[config.mk]
export PLATFORM = sky130hd
export DESIGN_NAME = alignment_cigar_run_encoder
export DESIGN_NICKNAME = d
export VERILOG_FILES = /design/src/rtl/ace_pkg.sv /design/src/rtl/alignment_cigar_run_encoder.sv /design/src/rtl/ace_classify.sv /design/src/rtl/ace_run.sv /design/src/rtl/ace_fifo.sv
export SDC_FILE = /design/constraint.sdc
export NUM_CORES = 1
export LEC_CHECK = 0
export ABC_AREA = 1
export BUFFER_PORTS_ARGS = -buffer_cell sky130_fd_sc_hd__buf_2
export CAP_MARGIN = 40
export CORE_MARGIN = 3
export CORE_UTILIZATION = 60
export CTS_CLUSTER_DIAMETER = 200
export DETAILED_ROUTE_END_ITERATION = 8
export GPL_TIMING_DRIVEN = 0
export PLACE_DENSITY_LB_ADDON = 0.1
export SYNTH_ARGS = -nofsm -noshare
export SYNTH_HDL_FRONTEND = slang
export SYNTH_SLANG_ARGS = --single-unit
[constraint.sdc]
create_clock -name clk -period 7.95 [get_ports clk]
set_input_delay 2.385 -clock clk [delete_from_list [all_inputs] [get_ports clk]]
set_output_delay 2.385 -clock clk [all_outputs]
set_load 0.03 [all_outputs]
[src/rtl/ace_pkg.sv]
`default_nettype none
package ace_pkg;

	localparam int MaxColumns = 4096;
	localparam int FifoDepth = 8;

	localparam logic [7:0] GapSymbol = 8'd45;

	typedef enum logic [1:0] {
		KIND_MATCH = 2'd0,
		KIND_INS   = 2'd1,
		KIND_DEL   = 2'd2,
		KIND_NONE  = 2'd3
	} kind_t;

	typedef struct packed {
		logic [7:0] read_symbol;
		logic [7:0] ref_symbol;
		logic       last_column;
	} in_beat_t;

	typedef struct packed {
		logic [12:0] run_length;
		logic [1:0]  run_kind;
		logic [12:0] match_score;
		logic        final_run;
	} out_beat_t;

	typedef struct packed {
		kind_t kind;
		logic  identical;
		logic  last;
	} column_t;

	typedef struct packed {
		logic      en0;
		out_beat_t data0;
		logic      en1;
		out_beat_t data1;
	} push_t;

endpackage
`default_nettype wire

[src/rtl/alignment_cigar_run_encoder.sv]
// Run-length encoder for the columns of a gapped pairwise alignment.
// The input channel takes one column per beat: read symbol, reference symbol
// and a last flag. The output channel gives one CIGAR run per beat with its
// length, kind, and on the final run of an alignment the total match score.
// Both channels use valid and stall; a beat moves when valid is high and
// stall is low.
// A column is taken every cycle while the input is not stalled. It is
// registered, classified and merged into the open run in the next cycle, and
// any finished runs are written into an eight-entry output queue. A column
// may finish up to two runs; the queue drains one run per cycle while the
// output is not stalled.
// The input stalls while the queue lacks room for the runs that the column in
// flight and one more could produce, so a stalled output fills the queue and
// then holds the input back with no run lost.
// Reset empties the queue, drops the column in flight and leaves no run open.
`default_nettype none
module alignment_cigar_run_encoder #(
	parameter int MAX_COLUMNS = ace_pkg::MaxColumns
) (
	input  wire                     clk,
	input  wire                     arst_n,
	input  wire                     in_valid,
	output logic                    in_stall,
	input  wire ace_pkg::in_beat_t  in_beat,
	output logic                    out_valid,
	input  wire                     out_stall,
	output ace_pkg::out_beat_t      out_beat
);

	localparam int Depth = ace_pkg::FifoDepth;
	localparam int NW = $clog2(Depth + 1);

	logic              valid_s1;
	ace_pkg::in_beat_t beat_s1;
	ace_pkg::column_t  column;
	ace_pkg::push_t    push;
	logic [NW-1:0]     fifo_count;
	logic [NW:0]       reserved;

	assign reserved = {1'b0, fifo_count} + (valid_s1 ? (NW+1)'(2) : '0);
	assign in_stall = (reserved > (NW+1)'(Depth - 2));

	always_ff @(posedge clk or negedge arst_n) begin
		if (!arst_n) begin
			valid_s1 <= 1'b0;
		end else begin
			valid_s1 <= in_valid && !in_stall;
		end
	end

	always_ff @(posedge clk) begin
		if (in_valid && !in_stall) begin
			beat_s1 <= in_beat;
		end
	end

	ace_classify u_classify (
		.beat   (beat_s1),
		.column (column)
	);

	ace_run #(
		.MAX_COLUMNS (MAX_COLUMNS)
	) u_run (
		.clk    (clk),
		.arst_n (arst_n),
		.valid  (valid_s1),
		.column (column),
		.push   (push)
	);

	ace_fifo #(
		.DEPTH (Depth)
	) u_fifo (
		.clk       (clk),
		.arst_n    (arst_n),
		.push      (push),
		.pop       (out_valid && !out_stall),
		.head      (out_beat),
		.not_empty (out_valid),
		.count     (fifo_count)
	);

endmodule
`default_nettype wire

[src/rtl/ace_classify.sv]
`default_nettype none
module ace_classify (
	input  wire ace_pkg::in_beat_t beat,
	output ace_pkg::column_t       column
);

	always_comb begin
		column.identical = 1'b0;
		column.last = beat.last_column;
		priority if (beat.read_symbol == ace_pkg::GapSymbol) begin
			column.kind = ace_pkg::KIND_DEL;
		end else if (beat.ref_symbol == ace_pkg::GapSymbol) begin
			column.kind = ace_pkg::KIND_INS;
		end else begin
			column.kind = ace_pkg::KIND_MATCH;
			column.identical = (beat.read_symbol == beat.ref_symbol);
		end
	end

endmodule
`default_nettype wire

[src/rtl/ace_run.sv]
`default_nettype none
module ace_run #(
	parameter int MAX_COLUMNS = ace_pkg::MaxColumns
) (
	input  wire                   clk,
	input  wire                   arst_n,
	input  wire                   valid,
	input  wire ace_pkg::column_t column,
	output ace_pkg::push_t        push
);

	localparam int CW = $clog2(MAX_COLUMNS + 1);
	localparam logic [CW-1:0] Limit = CW'(MAX_COLUMNS);

	ace_pkg::kind_t kind_q;
	logic [CW-1:0]  count_q;
	logic [CW-1:0]  score_q;

	logic          cont;
	logic          flush_old;
	logic [CW-1:0] run_cnt;
	logic [CW-1:0] score_nx;
	ace_pkg::out_beat_t old_run;
	ace_pkg::out_beat_t fin_run;

	always_comb begin
		score_nx = score_q;
		if (column.kind == ace_pkg::KIND_MATCH && column.identical) begin
			score_nx = (score_q >= Limit) ? Limit : score_q + 1'b1;
		end
		cont = (kind_q == column.kind) && (count_q != '0);
		flush_old = !cont && (kind_q != ace_pkg::KIND_NONE) && (count_q != '0);
		if (cont) begin
			run_cnt = (count_q >= Limit) ? Limit : count_q + 1'b1;
		end else begin
			run_cnt = CW'(1);
		end

		old_run.run_length = 13'(count_q);
		old_run.run_kind = kind_q;
		old_run.match_score = '0;
		old_run.final_run = 1'b0;

		fin_run.run_length = 13'(run_cnt);
		fin_run.run_kind = column.kind;
		fin_run.match_score = 13'(score_nx);
		fin_run.final_run = 1'b1;

		if (flush_old) begin
			push.en0 = valid;
			push.data0 = old_run;
			push.en1 = valid && column.last;
		end else begin
			push.en0 = valid && column.last;
			push.data0 = fin_run;
			push.en1 = 1'b0;
		end
		push.data1 = fin_run;
	end

	always_ff @(posedge clk or negedge arst_n) begin
		if (!arst_n) begin
			kind_q <= ace_pkg::KIND_NONE;
			count_q <= '0;
			score_q <= '0;
		end else if (valid) begin
			if (column.last) begin
				kind_q <= ace_pkg::KIND_NONE;
				count_q <= '0;
				score_q <= '0;
			end else begin
				kind_q <= column.kind;
				count_q <= run_cnt;
				score_q <= score_nx;
			end
		end
	end

endmodule
`default_nettype wire

[src/rtl/ace_fifo.sv]
`default_nettype none
module ace_fifo #(
	parameter int DEPTH = ace_pkg::FifoDepth
) (
	input  wire                     clk,
	input  wire                     arst_n,
	input  wire ace_pkg::push_t     push,
	input  wire                     pop,
	output ace_pkg::out_beat_t      head,
	output logic                    not_empty,
	output logic [$clog2(DEPTH+1)-1:0] count
);

	localparam int AW = $clog2(DEPTH);
	localparam int NW = $clog2(DEPTH + 1);

	ace_pkg::out_beat_t mem_q [DEPTH];
	logic [AW-1:0] wr_q;
	logic [AW-1:0] rd_q;
	logic [NW-1:0] count_q;
	logic [NW-1:0] push_n;

	assign head = mem_q[rd_q];
	assign not_empty = (count_q != '0);
	assign count = count_q;
	assign push_n = NW'(push.en0) + NW'(push.en1);

	always_ff @(posedge clk) begin
		if (push.en0) begin
			mem_q[wr_q] <= push.data0;
		end
		if (push.en1) begin
			mem_q[wr_q + 1'b1] <= push.data1;
		end
	end

	always_ff @(posedge clk or negedge arst_n) begin
		if (!arst_n) begin
			wr_q <= '0;
			rd_q <= '0;
			count_q <= '0;
		end else begin
			wr_q <= wr_q + AW'(push_n);
			if (pop) begin
				rd_q <= rd_q + 1'b1;
			end
			count_q <= count_q + push_n - NW'(pop);
		end
	end

endmodule
`default_nettype wire

==> impl_metrics.csv, run 1 <==
group,metric,value,unit
min_path,hold_class,"reg2reg",
global_routing,grt_remaining_overflow,0,
timing,slew_viol_final,0,
yosys,yosys.area_share.xor_xnor,0.932,%
clocking,cts_resized,0,
yosys,yosysMostFrequentCell,"nor2_1",
worst_setup_path,worst_ep_required_time,5.57,ns
yosys,yosys-top-cells-area,"edfxtp_1 (51%), nor2_1 (9.9%), dfrtp_1 (6.6%)",
clocking,clock_path_buffers,3,
detailed_routing,drt_pass1_iterations,8,
cells_and_area,layout.nets,1621,
detailed_routing,vias_per_cell,6.00,
clocking,cts_sinks,288,
floorplan,rows,55,
yosys,yosys-mux-area-fraction,0,%
yosys,synth_cell_types,40,
worst_setup_path,cp-start-kind,"register",
timing,final.setup.tns,0,ns
floorplan,initial_core_util,61.7,%
floorplan,die-area,0.0254,mm^2
yosys,syn_nets,1528,
detailed_routing,drt_iter0_drc,1387,
worst_setup_path,worst-path-max-fanout,10,
yosys,seq_area_frac_synth,59.4,%
yosys,synth_edf_count,241,
cells_and_area,area_delta_synth_final,12.4,%
global_routing,grt_pass1_vias,10700,
global_routing,grt_max_degree,30,
timing,hold_ws,0.455,ns
place,dp_hpwl,28000,um
detailed_routing,wl,38600,um
cells_and_area,drive_gt1_share,10.1,%
yosys,avgSynthCellArea,9.47,um^2
yosys,synthSimpleGateAreaFrac,19.8,%
yosys,async_flop_share,13.5,%
yosys,synth_compound_area_share,12.6,%
clocking,htree_levels,1,
timing,finClkSkew,0.0100,ns
detailed_routing,route.detailed.drc,0,
floorplan,io_pins,52,
detailed_routing,vias,11500,
yosys,yosys_warnings,0,
cells_and_area,final_cell_area,0.0158,mm^2
clocking,path_clk_slew,0.06,ns
clocking,cts_tree,"built",
global_routing,grt_pass1_wl,59400,um
detailed_routing,postRouteAntennaNets,0,
clocking,hold_buffers,0,
global_routing,antenna_found_initial,0,
place,placed_cell_area,0.0149,mm^2
timing,hold_viol_final,0,
run_status,status,"finished, final reports clean",
pwr,vdd_ir_drop_max,0.000249,V
clocking,cts_setup_buffers,0,
pwr,power.leakage,5.88,nW
floorplan,die_w,159,um
clocking,clkLatencyLatePin,0.56,ns
detailed_routing,wl_per_cell,20.1,um
floorplan,fp.dieH,159,um
timing,fmax,166,MHz
yosys,syn_inst,1488,
timing,post-route-min-period,6.04,ns
global_routing,grt_use_total,30.0,%
place,place_congestion,0.921,
timing,slew_headroom,30.0,%
yosys,synth_top_family_by_area,"simple AND/OR/NAND/NOR gates",
timing,worst_pin_slew,1.04,ns
clocking,cts_root_buf,"clkbuf_16",
place,io_buffers,51,
yosys,syn-cell-area,0.0141,mm^2
yosys,synth-main-ff-cell,"edfxtp_1",
yosys,synth_top_area_share,51.4,%
worst_setup_path,path_class,"reg2out",
worst_setup_path,end_kind,"output pin",
yosys,synth_top_cell_by_area,"edfxtp_1",
flow_run,drv_cap,0,
timing,finalCritPeriodShare,76.0,%
yosys,synthTopCellsByCount,"nor2_1 (372), edfxtp_1 (241), nand2_1 (161)",
timing,rsz0062_at_grt,"no",
pwr,powerDensity,361,mW/mm^2
cells_and_area,n_antenna_cell,0,
yosys,synth_fa_ha_area_share,1.79,%
timing,setup-violations-final,0,
yosys,synth-seq-cells,288,
clocking,numCtsBuffers,30,
worst_setup_path,arrival,3.65,ns
worst_setup_path,rrSetupSlack,4.28,ns
floorplan,coreArea,0.0228,mm^2
-- power breakdown --
part,total (mW),switching [mW],internal [mW]
registers,1.97,0.0867,1.89
clock network,1.34,0.576,0.762
logic,2.41,1.77,0.642
total,5.72,2.43,3.29
-- cell usage in the layout (no fill, tap or decap), drive strengths merged --
cell	synthesis	routed
nor2	376	376
edfxtp	241	241
nand2	168	168
o21ai	161	161
o22ai	112	112
buf	36	97
clkbuf	49	96
nand3	95	95
inv	86	87
dfrtp	37	37
a31oi	30	30
ha	17	17
nor3	17	17
clkinv	8	15
xor2	9	9
nand4	8	8
dfxtp	8	8
xnor2	6	6
a21oi	6	6
nand3b	3	3
a22oi	3	3
nor4	3	3
or2	3	3
fa	2	2
dfstp	2	2
nor3b	1	1
o211ai	1	1
bufinv	0	1
-- path summary, 6_finish.rpt --
check,from,end,cells past startpoint
setup / recovery,u_fifo.rd_q[0]$_DFFE_PN0P_,out_beat[5],9
hold / removal,u_fifo.mem_q[3][0]$_SDFFE_PP1N_,u_fifo.mem_q[3][0]$_SDFFE_PP1N_,2
setup reg to reg,u_run.count_q[0]$_DFFE_PN0P_,u_fifo.mem_q[5][10]$_DFFE_PP_,13
hold reg to reg,u_fifo.mem_q[3][0]$_SDFFE_PP1N_,u_fifo.mem_q[3][0]$_SDFFE_PP1N_,2
max in group asynchronous,arst_n,u_run.kind_q[1]$_DFFE_PN1P_,2
min in group asynchronous,arst_n,u_run.count_q[10]$_DFFE_PN0P_,1
-- critical path: stages, from the launching register on --
cell and delay, ns:
dfrtp_1 0.38, clkbuf_1 0.32, inv_1 0.35, clkbuf_1 0.42
clkbuf_1 0.54, nor2_1 0.09, o22ai_1 0.33, nor2_1 0.07
a31oi_1 0.32, buf_2 0.27
-- kinds of logic after synthesis --
logic type,Yosys count
simple gates,674
compound gates,313
xor+xnor,15
fa+ha+maj,19
flops,288
buf+inv,179
-- state kept, by name, summed over array words and instances, names as in the netlist --
name,flops
valid_s1,1
u_fifo.mem_q,232
u_run.kind_q,2
beat_s1,17
u_run.count_q,13
u_fifo.count,4
u_fifo.wr_q,3
u_fifo.rd_q,3
u_run.score_q,13
-- through the flow --
stage / total power, mW / instances / worst slack (ns) / utilization [%]
3_3_place_gp: 4.29 / 1852 / 2.66 / 64.5
6_report: 5.72 / 1918 / 1.91 / 69.3
4_1_cts: 5.69 / 1918 / 2.02 / 69.3
5_1_grt: 6.01 / 1918 / 1.89 / 69.3
3_5_place_dp: 4.37 / 1862 / 2.66 / 65.2
2_1_floorplan: 3.57 / 1488 / 3.54 / -
-- per-layer routing --
layer / wire length, um / GRT usage (%) / vias up
met3: 4560 / 5.18 / 98
met1: 15200 / 43.4 / 5351
met4: 1320 / 10.2 / 0
li1: - / - / 5394
met5: 0 / 0 / -
met2: 17500 / 46.6 / 668
-- area by class of cell --
cell class / instances / area, um^2
plain buffers: 85 / 419
clock buffers: 47 / 845
clock inverters: 9 / 86.3
fillers: 1784 / 7010
inverters: 94 / 353
multi-input cells: 1021 / 4940
flip-flops and latches: 288 / 8380
well taps: 313 / 392
repair buffers: 61 / 425
Power figures use the tool's default switching activity.
==> run 2: changes to the inputs <==
Settings changed: CORE_UTILIZATION 60 to 56.
Clock period 7.95 ns to 4.93 ns, I/O delays scaled along.
==> run 2 against run 1 <==
Effect of this change: first-iteration DRC count about the same; clock power increased by 72%; sequential cell count unchanged; via count decreased by 0.70%.
==> impl_metrics.csv, run 2 (synthesized netlist as in run 1, its figures left out) <==
group,metric,value,unit
timing,slew_viol_final,0,
cells_and_area,multi_input_area,0.00494,mm^2
clocking,cts_sinks,288,
worst_setup_path,path_cells,"clkbuf_2, inv_1, clkbuf_2, clkbuf_2, nor2_1, o22ai_1, nor2_1, a31oi_1, buf_2",
clocking,cts_root_buf,"clkbuf_16",
cells_and_area,layout.nets,1622,
clocking,clock_path_buffers,3,
cells_and_area,drive_gt1_share,11.1,%
floorplan,coreArea,0.0245,mm^2
worst_setup_path,cp-start-kind,"register",
clocking,hold_buffers,0,
floorplan,initial_core_util,57.4,%
pwr,powerDensity,589,mW/mm^2
pwr,vdd_ir_drop_max,0.000378,V
timing,post-route-min-period,4.68,ns
timing,finalCritPeriodShare,95.0,%
cells_and_area,final_core_util,65.1,%
worst_setup_path,arrival,3.21,ns
place,preCtsSetupSlack,0.499,ns
pwr,power.leakage,5.96,nW
floorplan,die_w,165,um
clocking,path_clk_slew,0.06,ns
global_routing,grt_remaining_overflow,0,
detailed_routing,drt_iter0_drc,1386,
worst_setup_path,cpMostUsedCell,"clkbuf_2",
worst_setup_path,path_class,"reg2out",
cells_and_area,final.fill_count,2010,
place,post-place-cells,1873,
clocking,clkLatencyLatePin,0.56,ns
detailed_routing,wl,38900,um
cells_and_area,largestRegisters,"u_fifo.mem_q x232, beat_s1 x17",
run_status,status,"finished, final reports clean",
clocking,htree_levels,1,
detailed_routing,drt_pass1_iterations,6,
floorplan,rows,57,
cells_and_area,mostFrequentLayoutCell,"nor2_1",
cells_and_area,largest_register_ffs,232,
clocking,cts_tree,"built",
worst_setup_path,cpPeakStageDelay,0.38,ns
worst_setup_path,end_kind,"output pin",
cells_and_area,stdcell_count,1931,
cells_and_area,final_cell_mix,"nor2_1 (372), edfxtp_1 (241), nand2_1 (161)",
cells_and_area,area_delta_synth_final,13.3,%
cells_and_area,largest_register,"u_fifo.mem_q",
timing,hold_viol_final,0,
place,io_buffers,51,
global_routing,grt_use_total,29.2,%
clocking,cts_setup_buffers,0,
worst_setup_path,worst-path-max-fanout,10,
detailed_routing,vias_per_cell,5.92,
global_routing,grt_max_degree,30,
worst_setup_path,slowest_stage,"dfrtp_1",
timing,worst_pin_slew,0.936,ns
detailed_routing,route.detailed.drc,0,
global_routing,grt_pass1_wl,60700,um
detailed_routing,postRouteAntennaNets,0,
cells_and_area,n_antenna_cell,0,
timing,finClkSkew,0.0145,ns
floorplan,die-area,0.0271,mm^2
place,dp_hpwl,28100,um
global_routing,grt_pass1_vias,10800,
place,place_congestion,0.969,
timing,final.setup.tns,0,ns
global_routing,antenna_found_initial,0,
timing,fmax,213,MHz
floorplan,io_pins,52,
cells_and_area,register_area,0.00838,mm^2
timing,rsz0062_at_grt,"no",
detailed_routing,vias,11400,
floorplan,fp.dieH,165,um
timing,final.setup.worst_slack,0.245,ns
worst_setup_path,worst_ep_required_time,3.45,ns
clocking,numCtsBuffers,31,
flow_run,drv_cap,0,
timing,slew_headroom,37.1,%
detailed_routing,wl_per_cell,20.1,um
timing,setup-violations-final,0,
min_path,hold_class,"reg2reg",
## run 2: final cells by class
class | instances | share of cell area (%)
tap | 324 | 2.54
timing repair buffer | 61 | 2.74
clock buffer | 49 | 5.72
multi-input combinational | 1021 | 31.0
inverter | 94 | 2.21
buffer | 85 | 2.70
sequential | 288 | 52.5
clock inverter | 9 | 0.635
## run 2: layer usage
metal | routed length [um] | part of all wire (%) | GRT usage, % | up-vias
met3 | 3780 | 9.7 | 3.91 | 81
li1 | - | - | - | 5404
met5 | 0 | 0 | 0 | -
met2 | 17600 | 45 | 45.8 | 555
met1 | 16300 | 42 | 43.0 | 5390
met4 | 1160 | 3.0 | 8.46 | 0
## run 2: path summary, 6_finish.rpt
path / from / endpoint / slack, ns / cells past startpoint
setup / recovery: u_fifo.rd_q[0]$_DFFE_PN0P_ / out_beat[17] / 0.25 / 9
hold / removal: u_fifo.mem_q[1][0]$_SDFFE_PP1N_ / u_fifo.mem_q[1][0]$_SDFFE_PP1N_ / 0.46 / 2
setup reg to reg: u_run.count_q[0]$_DFFE_PN0P_ / u_fifo.mem_q[4][22]$_DFFE_PP_ / 1.28 / 13
hold reg to reg: u_fifo.mem_q[1][0]$_SDFFE_PP1N_ / u_fifo.mem_q[1][0]$_SDFFE_PP1N_ / 0.46 / 2
max in group asynchronous: arst_n / u_run.kind_q[1]$_DFFE_PN1P_ / 3.49 / 2
min in group asynchronous: arst_n / u_run.count_q[10]$_DFFE_PN0P_ / 0.88 / 1
## run 2: power by group
| part | total, mW | switching [mW] | internal [mW] |
|---|---|---|---|
| Sequential | 3.18 | 0.139 | 3.04 |
| Combinational | 3.91 | 2.86 | 1.05 |
| Clock | 2.30 | 0.932 | 1.37 |
| Total | 9.39 | 3.93 | 5.46 |
## run 2: repair_timing
action / CTS / global route
hold endpoints to repair: 0 / 0
gates resized for setup: 4 / 10
setup endpoints to repair: 8 / 19
## run 2: critical path: cells and delay by family, from the launching register on
family / cells / cell delay (ns)
AND/OR/NAND/NOR: 2 / 0.15
flip-flops: 1 / 0.38
AO/OA/AOI/OAI: 2 / 0.65
buffers and inverters: 5 / 1.46
## run 2: per-stage QoR
stage | hold slack (ns) | total power [mW] | area (um^2)
6_report | 0.463 | 9.39 | 16000
2_1_floorplan | 0.421 | 5.75 | 14100
3_3_place_gp | 0.431 | 6.94 | 14800
5_1_grt | 0.474 | 9.85 | 16000
3_5_place_dp | 0.450 | 7.07 | 14900
4_1_cts | 0.462 | 9.34 | 16000
